`config.mk`:
```
export PLATFORM = sky130hd
export DESIGN_NAME = lea_front
export DESIGN_NICKNAME = d
export VERILOG_FILES = /design/src/lea_pkg.sv /design/src/lea_front.sv
export SDC_FILE = /design/constraint.sdc
export NUM_CORES = 1
export LEC_CHECK = 0
export BUFFER_PORTS_ARGS = -buffer_cell sky130_fd_sc_hd__buf_2
export CAP_MARGIN = 20
export CORE_ASPECT_RATIO = 1.2
export CORE_MARGIN = 3
export CORE_UTILIZATION = 55
export CTS_BUF_LIST = sky130_fd_sc_hd__clkbuf_8
export DETAILED_ROUTE_END_ITERATION = 6
export PLACE_DENSITY_LB_ADDON = 0.25
export SYNTH_ARGS = -nofsm -noshare
export SYNTH_HDL_FRONTEND = slang
export SYNTH_SLANG_ARGS = --single-unit
```
`constraint.sdc`:
```
create_clock -name i_clk -period 23 [get_ports i_clk]
set_clock_uncertainty 0.2 [all_clocks]
set_input_delay 4.6 -clock i_clk [delete_from_list [all_inputs] [get_ports i_clk]]
set_output_delay 4.6 -clock i_clk [all_outputs]
set_load 0.05 [all_outputs]
```
`src/lea_pkg.sv`:
```
// Shared types, constants and helper functions of the LEA-128 counter-mode generator.
package lea_pkg;

    localparam int LEA_ROUNDS  = 24;
    localparam int LEA_WORDS   = 4;
    localparam int LEA_KEY_REGS = 4;
    localparam int LEA_CFG_AW  = 2;
    // Depth of the queue between the front and the back; must be a power of two.
    localparam int LEA_Q_DEPTH = 2;

    typedef logic [LEA_WORDS-1:0][31:0] t_blk;

    // Operation codes carried on the input tuser.
    typedef enum logic {
        OP_GENERATE = 1'b0,
        OP_DIRECT   = 1'b1
    } t_op;

    localparam logic [31:0] LEA_DELTA [4] = '{
        32'hc3efe9db, 32'h44626b02, 32'h79e27c8a, 32'h78df30ec
    };

    localparam logic [4:0] LEA_KS_ROT [4] = '{5'd1, 5'd3, 5'd6, 5'd11};

    function automatic logic [31:0] rotl32(input logic [31:0] x, input logic [4:0] r);
        logic [63:0] w;
        w = {x, x} << r;
        return w[63:32];
    endfunction

endpackage

```
`src/lea_front.sv`:
```
// Input side: accepts requests, builds the plaintext block, keeps the counter, queues blocks.
module lea_front (
    input  logic          i_clk,
    input  logic          i_rst_n,
    input  logic          i_clr,
    input  logic          i_hold,
    input  logic          i_valid,
    output logic          o_ready,
    input  logic          i_op,
    input  lea_pkg::t_blk i_plain,
    output logic          o_q_valid,
    input  logic          i_q_pop,
    output lea_pkg::t_blk o_q_blk
);
    import lea_pkg::*;

    localparam int Q_AW = (LEA_Q_DEPTH > 1) ? $clog2(LEA_Q_DEPTH) : 1;

    t_blk            r_q [LEA_Q_DEPTH];
    logic [Q_AW-1:0] r_wp;
    logic [Q_AW-1:0] r_rp;
    logic [Q_AW:0]   r_cnt;
    logic [63:0]     r_ctr;
    t_blk            w_blk;
    logic            w_push;
    logic            w_pop;

    assign o_ready   = (r_cnt < (Q_AW+1)'(LEA_Q_DEPTH)) && !i_hold;
    assign w_push    = i_valid && o_ready;
    assign o_q_valid = (r_cnt != '0);
    assign w_pop     = i_q_pop && o_q_valid;
    assign o_q_blk   = r_q[r_rp];

    always_comb begin
        if (t_op'(i_op) == OP_DIRECT) begin
            w_blk = i_plain;
        end else begin
            w_blk = {32'd0, 32'd0, r_ctr[63:32], r_ctr[31:0]};
        end
    end

    always_ff @(posedge i_clk) begin
        if (!i_rst_n) begin
            r_wp  <= '0;
            r_rp  <= '0;
            r_cnt <= '0;
            r_ctr <= '0;
        end else begin
            if (w_push) begin
                r_wp <= r_wp + 1'b1;
            end
            if (w_pop) begin
                r_rp <= r_rp + 1'b1;
            end
            r_cnt <= r_cnt + (Q_AW+1)'(w_push) - (Q_AW+1)'(w_pop);
            if (i_clr) begin
                r_ctr <= '0;
            end else if (w_push && t_op'(i_op) == OP_GENERATE) begin
                r_ctr <= r_ctr + 64'd1;
            end
        end
    end

    always_ff @(posedge i_clk) begin
        if (w_push) begin
            r_q[r_wp] <= w_blk;
        end
    end

    a_q_bound: assert property (@(posedge i_clk) disable iff (!i_rst_n)
        r_cnt <= (Q_AW+1)'(LEA_Q_DEPTH))
        else $error("request queue overfilled");

    a_ctr_step: assert property (@(posedge i_clk) disable iff (!i_rst_n)
        (w_push && t_op'(i_op) == OP_GENERATE && !i_clr) |=> (r_ctr == $past(r_ctr) + 64'd1))
        else $error("counter did not advance on generate request");

endmodule

```
### Yosys cells after proc, flatten, opt, wreduce, memory -nomap -nowiden

Memories as Yosys holds them, arrays and structs flattened. A register that Yosys moved wholly into a read port is not among the register bits.
Index checks and enable logic that the tools add are counted.

| word-level totals | value |
|---|---|
| register bits | 68 |
| bits in writable memories | 256 |
| output and inout port bits | 130 |
| logic and storage cells | 25 |
| memories | 1 |

Memory list:

| memory | words | bits a word | rd ports | clocked after memory_dff | write ports | RTL line | RTL |
|---|---|---|---|---|---|---|---|
| r_q | 2 | 128 | 1 | 1 | 1 | lea_front.sv:19 | `t_blk r_q [LEA_Q_DEPTH];` |

| cells by class | value |
|---|---|
| $add $sub $neg | 5 |
| magnitude comparators | 1 |
| mux-type cells | 5 |
| bitwise operators | 2 |
| reductions and logical operators | 7 |

Operator list:

| cell | number |
|---|---|
| $mux W128 | 1 |
| $add A64 B1 Y64 const B | 1 |
| $logic_and A1 B1 Y1 | 4 |
| $mux W1 | 4 |
| $add A1 B1 Y1 const B | 2 |
| $add A2 B1 Y2 | 1 |
| $lt A2 B2 Y1 const B | 1 |
| $not A1 Y1 | 2 |
| $reduce_bool A2 Y1 | 1 |
| $reduce_or A2 Y1 | 1 |
| $sub A2 B1 Y2 | 1 |
| $logic_not A1 Y1 | 1 |

### Depth between registers and ports, before layout

Gate-level depths: netlist of the first run.

| depth | value |
|---|---|
| word-level depth | 5 |
| depth in mapped cells | 8 |
| gate-level depth less buffers | 8 |

### Least setup slack after synthesis of the first run

No wires, ideal clock.

| timing | value |
|---|---|
| kind | in2reg |
| start | input i_hold |
| end | memory r_q[0][0] in the netlist's numbering, enable pin |
| setup time | 619 ps |
| arrival | 10438 ps |
| required time | 22181 ps |
| setup slack | 11743 ps |
| stages | 3 |
| path buffers | 0 |
| cell sequence | nor3b_2 > clkinv_1 > nor2_1 |

| between the ends | value |
|---|---|
| cells in the longest elaborated chain, start to end | 5 |

RTL lines:

| what | RTL line | RTL |
|---|---|---|
| from (decl) | lea_front.sv:6 | `input logic i_hold,` |
| $logic_not A1 Y1 | lea_front.sv:28 | `assign o_ready = (r_cnt < (Q_AW+1)'(LEA_Q_DEPTH)) && !i_hold;` |
| $logic_and A1 B1 Y1 | lea_front.sv:28 |  |
| $logic_and A1 B1 Y1 | lea_front.sv:29 | `assign w_push = i_valid && o_ready;` |
| $mux W1 | lea_front.sv:65 | `if (w_push) begin` |
| $mux W1 (not written as such) | lea_front.sv:66 | `r_q[r_wp] <= w_blk;` |
| to (decl) | lea_front.sv:19 |  |

Every way passes these cells.

### Worst setup path in the final report of the first run

| timing | value |
|---|---|
| start | input i_hold |
| end | output o_ready |

| between the ends | value |
|---|---|
| cells in the longest elaborated chain, start to end | 2 |

RTL lines:

| what | RTL line | RTL |
|---|---|---|
| $logic_not A1 Y1 | lea_front.sv:28 |  |
| $logic_and A1 B1 Y1 | lea_front.sv:28 |  |
| to (decl) | lea_front.sv:8 | `output logic o_ready,` |

Every way passes these cells.

==> results of run 1 <==
## worst paths after layout
check / endpoint / slack (ns) / cells after the start
hold / removal: r_ctr[50]$_SDFFE_PP0P_ / 0.29 / 2
setup reg to reg: r_ctr[60]$_SDFFE_PP0P_ / 19.65 / 6
setup / recovery: o_ready / 13.15 / 3
hold reg to reg: r_ctr[50]$_SDFFE_PP0P_ / 0.29 / 2
## synth_stat cells (3+ instances only)
cell type,instances
clkbuf_1,39
nand2b_1,3
edfxtp_1,256
xor2_1,23
nand3_1,24
and3_1,4
xnor2_1,13
nor2b_1,4
and2_1,69
o21ai_0,30
inv_1,8
nand2_1,40
ha_1,3
nand4_1,36
nor2_1,53
or4_1,11
nor3_1,8
dfxtp_1,69
buf_1,4
mux2_2,185
nor4_1,20
or3_1,22
a21oi_1,26
## cell families after synthesis
group | count (synthesis) | synth area share
mux | 186 | 0.152
simple gates | 305 | 0.123
compound gates | 64 | 0.0250
xor+xnor | 36 | 0.0229
flops | 325 | 0.659
fa+ha+maj | 3 | 0.00273
buf+inv | 54 | 0.0154
## layout make-up
| cell class | count | area share |
|---|---|---|
| well taps | 320 | 0.0245 |
| multi-input cells | 594 | 0.275 |
| clock inverters | 36 | 0.00936 |
| inverters | 9 | 0.00207 |
| diodes | 2 | 0.000307 |
| flip-flops and latches | 325 | 0.556 |
| clock buffers | 56 | 0.0472 |
| repair buffers | 273 | 0.0851 |
## metal layers
metal / up-vias / global-route usage / wire length (µm)
met5: - / 0 / 40
met4: 6 / 0.0671 / 690
met3: 55 / 0.0453 / 1970
met2: 291 / 0.367 / 15000
met1: 4297 / 0.269 / 12300
li1: 4242 / - / -
## cell usage in the layout (no fill, tap or decap), types with 23 or more instances in the layout
cell type / netlist / final
nand2_1: 40 / 40
a21oi_1: 26 / 26
clkbuf_8: 0 / 56
nand3_1: 24 / 24
nor2_1: 53 / 52
nand4_1: 36 / 36
o21ai_0: 30 / 30
inv_1: 8 / 26
and2_1: 69 / 68
xor2_1: 23 / 23
buf_2: 1 / 264
edfxtp_1: 256 / 256
dfxtp_1: 69 / 68
mux2_2: 185 / 185
## registers in the layout (all words and copies together) (netlist names), named ones only
signal  count
r_q       256
r_ctr      64
r_cnt       2
r_rp        1
r_wp        1
## where the power goes
group | internal (mW) | leakage, nW | switching, mW | total (mW)
Clock | 0.223 | 0.536 | 0.212 | 0.435
Sequential | 0.675 | 2.95 | 0.0206 | 0.695
Combinational | 0.128 | 2.39 | 0.312 | 0.440
## critical path: cells and delay by family
kind | cells | cell delay, ns
buffers and inverters | 2 | 0.37
AND/OR/NAND/NOR | 1 | 0.07
## per-stage QoR
step                utilization  cell area, µm²  total power [mW]
floorplan                     -           13800              1.06
global placement          0.633           15400              1.15
detailed placement        0.634           15400              1.15
CTS                       0.672           16300              1.59
global route              0.672           16300              1.63
finish                    0.672           16300              1.57
==> impl_metrics.csv, run 1 <==
group,metric,value,unit
outcome,run_status,"finished, final reports clean",
synthesis,synthArstFlopShare,0,
global_routing,gr-usage-all-layers,0.212,
critical_path,path_max_fanout,3,
timing,final.min_clock_period,9.85,ns
power_and_ir_drop,pwr_density_cell,96.2,nW/µm²
critical_path,worst_ep_required_time,18.20,ns
timing,setup_viol,0,
cts,hold_buffers,0,
route,detailedRoute.firstIterationViolations,559,
timing,finalHoldViolCount,0,
cells_and_area,areaGrowthSynthToFinish,18.6,%
synthesis,syn_area_per_cell,14.1,µm²
route,remaining_routing_drc_violations,0,
timing,worst_pin_slew,1.11,ns
timing,min_period_over_period,0.428,
cts,cts_repair_resize_count,0,
critical_path,critical_path.reg2reg.startpoint,"r_ctr[0]$_SDFFE_PP0P_",
route,post_drt_wl_per_cell,18.5,µm
synthesis,ys.flop_type,"edfxtp_1",
global_routing,grt_first_pass_wirelength,45200,µm
timing,max_clock_freq,0.102,GHz
route,detail_route.first_pass.iterations,5,
floorplanning,boundaryPins,265,
cts,clock_tree_root_driver_cell,"clkbuf_8",
route,vias,8891,
placement,placement.setup.worst_slack,13.15,ns
route,postRouteAntennaNets,0,
synthesis,synthesis.nets,1111,
timing,final_tns_setup,0,ns
route,routed_wirelength,29900,µm
cts,cts_num_sinks,325,
synthesis,top_area_cells_in_the_synthesized_netlist,"edfxtp_1 56%, mux2_2 15%, dfxtp_1 10%, and2_1 3.1%, nand4_1 1.6%",
floorplanning,die_h,179,µm
critical_path,crit_top_cell,"buf_2",
placement,dp.cells,1521,
global_routing,vias_in_the_first_global_route,8762,
synthesis,synth_enable_flop_cells,256,
placement,numPortBuffers,264,
hold_path,min_from,"r_ctr[50]$_SDFFE_PP0P_",
critical_path,critical_path.slowest_cell,"buf_2",
global_routing,grt_start_max_net_pins,81,
power_and_ir_drop,power.ir.vdd_worst,0.0000623,V
synthesis,seq_area_frac_synth,0.659,
cells_and_area,nFillCells,1810,
cells_and_area,finalNonFillerCells,1615,
placement,final_weighted_congestion_of_routability_driven_global_placement,0.890,
synthesis,syn-cell-area,13800,µm²
timing,unrepaired_setup_endpoints_after_global_routing,"false",
critical_path,worstSetupEndpointType,"output pin",
cts,clock_latency,0.55,ns
cells_and_area,post_route_cells_drive_above_1_share,0.410,
floorplanning,placeableCoreArea,24300,µm²
cts,path_clk_slew,0.06,ns
timing,maxSlewViolCount,0,
critical_path,crit_type,"in2out",
critical_path,critical_path.startpoint,"i_hold",
placement,place_hpwl,19800,µm
synthesis,synth_top_area_share,0.559,
synthesis,number_of_warning_messages_in_the_yosys_log,0,
floorplanning,starting_utilization_of_the_core_area,0.567,
floorplanning,row_count,62,
critical_path,worst-endpoint-arrival,5.05,ns
floorplanning,die-area,27000,µm²
global_routing,grt_antenna_before_repair,4,
critical_path,crit_path_start_kind,"input port",
timing,hold-worst-slack,0.290,ns
hold_path,worst_hold_path_type,"reg2reg",
cts,cts_setup_buffers,0,
cells_and_area,multi_input_comb_area,4490,µm²
power_and_ir_drop,p_leak,5.88,nW
synthesis,yosys.area.top_type,"edfxtp_1",
critical_path,timing.critical_path.slowest_cell_delay,0.26,ns
cts,clock_tree_from_tritoncts,"done",
synthesis,synth_cell_type_count,42,
timing,fin_worst_setup_slack,13.15,ns
floorplanning,chip_width,150,µm
cells_and_area,num-nets-final,1391,
cts,cts_max_path_buffers,3,
job,maxCapViolCount,0,
cts,h-tree-depth,2,
global_routing,globalRouteOverflowTotal,0,
cts,tritoncts_buffer_count,50,
synthesis,syn_inst,973,
timing,slew_hr,0.259,
cells_and_area,area.sequential,9070,µm²
synthesis,synth-seq-cells,325,
route,vias_per_cell,5.51,
critical_path,cell_by_cell_trace_of_the_critical_path,"buf_2, nor2_1, buf_2",
(Power assumes the default switching activity.)
==> inputs of run 2 (changes only) <==
==> constraint.sdc (replaced) <==
create_clock -name i_clk -period 9.3 [get_ports i_clk]
set_clock_uncertainty 0.2 [all_clocks]
set_input_delay 1.86 -clock i_clk [delete_from_list [all_inputs] [get_ports i_clk]]
set_output_delay 1.86 -clock i_clk [all_outputs]
set_load 0.05 [all_outputs]
==> impl_metrics.csv, run 2 (synthesis results as in run 1) <==
group,metric,value,unit
floorplanning,chip_width,150,µm
power_and_ir_drop,p_leak,5.87,nW
cells_and_area,top_regs,"r_q: 256 flops, r_ctr: 64 flops, r_cnt: 2 flops",
route,postRouteAntennaNets,0,
placement,numPortBuffers,264,
cells_and_area,postLayoutCellArea,16300,µm²
cells_and_area,utilization,0.673,
route,vias,8950,
critical_path,critical_path.slowest_cell,"buf_4",
route,vias_per_cell,5.56,
critical_path,timing.rr.end,"r_ctr[60]$_SDFFE_PP0P_",
cts,clock_tree_root_driver_cell,"clkbuf_8",
placement,final_weighted_congestion_of_routability_driven_global_placement,0.854,
critical_path,worst_path_dominant_cell_family,"buffers and inverters",
floorplanning,placeableCoreArea,24300,µm²
cts,hold_buffers,0,
route,routed_wirelength,30100,µm
cells_and_area,nFillCells,1833,
route,detailedRoute.firstIterationViolations,450,
global_routing,vias_in_the_first_global_route,8772,
critical_path,worst_ep_required_time,7.24,ns
global_routing,grt_first_pass_wirelength,45400,µm
outcome,run_status,"finished, final reports clean",
cts,clock_latency,0.55,ns
route,detail_route.first_pass.iterations,5,
global_routing,grt_antenna_before_repair,4,
cells_and_area,mostFrequentLayoutCell,"buf_2",
cts,cts_repair_resize_count,0,
timing,slew_hr,0.308,
cells_and_area,num-nets-final,1390,
critical_path,crit_path_start_kind,"flip-flop",
critical_path,cell_by_cell_trace_of_the_critical_path,"buf_4, mux2_2, buf_2",
critical_path,critical_path.reg2reg.startpoint,"r_ctr[0]$_SDFFE_PP0P_",
critical_path,endpoint,"o_q_blk[81]",
critical_path,worst-endpoint-arrival,2.98,ns
power_and_ir_drop,pwr_density_cell,240,nW/µm²
timing,final_tns_setup,0,ns
global_routing,globalRouteOverflowTotal,0,
cells_and_area,mostFrequentLayoutCells,"263 x buf_2, 256 x edfxtp_1, 185 x mux2_2, 68 x and2_1, 68 x dfxtp_1",
timing,final.min_clock_period,5.04,ns
critical_path,timing.critical_path.slowest_cell_delay,0.92,ns
timing,setup_viol,0,
cts,h-tree-depth,2,
power_and_ir_drop,power.ir.vdd_worst,0.000143,V
critical_path,crit_type,"reg2out",
floorplanning,starting_utilization_of_the_core_area,0.567,
global_routing,grt_start_max_net_pins,80,
cells_and_area,areaGrowthSynthToFinish,18.8,%
timing,unrepaired_setup_endpoints_after_global_routing,"false",
cts,tritoncts_buffer_count,49,
floorplanning,row_count,62,
timing,worst_pin_slew,1.04,ns
cts,cts_max_path_buffers,3,
floorplanning,die-area,27000,µm²
cts,cts_setup_buffers,0,
route,remaining_routing_drc_violations,0,
cells_and_area,post_route_cells_drive_above_1_share,0.410,
timing,min_period_over_period,0.542,
placement,placement.setup.worst_slack,4.53,ns
critical_path,path_max_fanout,77,
critical_path,worstSetupPathDepth,3,
cts,clock_tree_from_tritoncts,"done",
placement,place_hpwl,20000,µm
critical_path,worst_r2r_path_depth,6,
job,maxCapViolCount,0,
floorplanning,die_h,179,µm
cells_and_area,regMostFlops,"r_q",
timing,maxSlewViolCount,0,
route,post_drt_wl_per_cell,18.7,µm
critical_path,critical_path_buf_inv_count,2,
hold_path,worst_hold_path_type,"reg2reg",
placement,placedInstanceArea,15400,µm²
timing,fin_worst_setup_slack,4.26,ns
floorplanning,boundaryPins,265,
cts,cts_num_sinks,325,
timing,finalHoldViolCount,0,
critical_path,reg2reg_slack,6.13,ns
cells_and_area,largest_register_ffs,256,
global_routing,gr-usage-all-layers,0.214,
cts,path_clk_slew,0.06,ns
critical_path,worstSetupEndpointType,"output pin",
timing,max_clock_freq,0.198,GHz
-- run 2: changes by cell type in the layout (fill, tap and decap cells not counted) --
cell       delta
bufinv_16     +3
clkinv_1      +1
clkbuf_2      +1
clkinv_2      +3
buf_16        +1
diode_2       -1
inv_1         -3
inv_6         -1
clkbuf_8      -6
buf_2         -1
buf_4         -1
-- run 2: layout make-up --
cell class	instances	area, µm²	share of cell area
tap	320	400	0.0245
timing repair buffer	273	1410	0.0862
antenna	1	2.50	0.000153
inverter	9	33.8	0.00207
multi-input combinational	594	4490	0.275
clock inverter	39	241	0.0148
clock buffer	50	688	0.0421
sequential	325	9070	0.555
-- run 2: power by group --
part	total, mW	internal [mW]	switching (mW)
Combinational	1.09	0.320	0.774
Clock	1.11	0.584	0.521
Sequential	1.72	1.67	0.0519
-- run 2: how the worst min path moves through the flow --
| stage | from | endpoint | cells after the start |
|---|---|---|---|
| finish | r_ctr[50]$_SDFFE_PP0P_ | r_ctr[50]$_SDFFE_PP0P_ | 2 |
| CTS | r_ctr[56]$_SDFFE_PP0P_ | r_ctr[56]$_SDFFE_PP0P_ | 2 |
| global placement | r_ctr[56]$_SDFFE_PP0P_ | r_ctr[56]$_SDFFE_PP0P_ | 2 |
| global route | r_ctr[56]$_SDFFE_PP0P_ | r_ctr[56]$_SDFFE_PP0P_ | 2 |
| detailed placement | r_ctr[56]$_SDFFE_PP0P_ | r_ctr[56]$_SDFFE_PP0P_ | 2 |
| floorplan | r_ctr[50]$_SDFFE_PP0P_ | r_ctr[50]$_SDFFE_PP0P_ | 2 |
-- run 2: through the flow --
step                      total power [mW]  std cells  hold slack (ns)
after detailed placement              2.85       1519            0.289
after floorplan                       2.61        973            0.253
after global routing                  4.07       1611            0.328
after global placement                2.84       1519            0.281
final                                 3.92       1611            0.308
after CTS                             3.96       1608            0.304
-- run 2: tightest hold or removal path, stage by stage (launching register included) --
cell and delay, ns:
dfxtp_1 0.34, nand2_1 0.07, mux2i_1 0.05
-- run 2: per-layer routing --
layer	GRT usage	up-vias	wire [µm]
li1	-	4221	-
met1	0.264	4343	11900
met2	0.374	306	15300
met3	0.0475	74	2100
met4	0.0725	6	764
met5	0	-	45
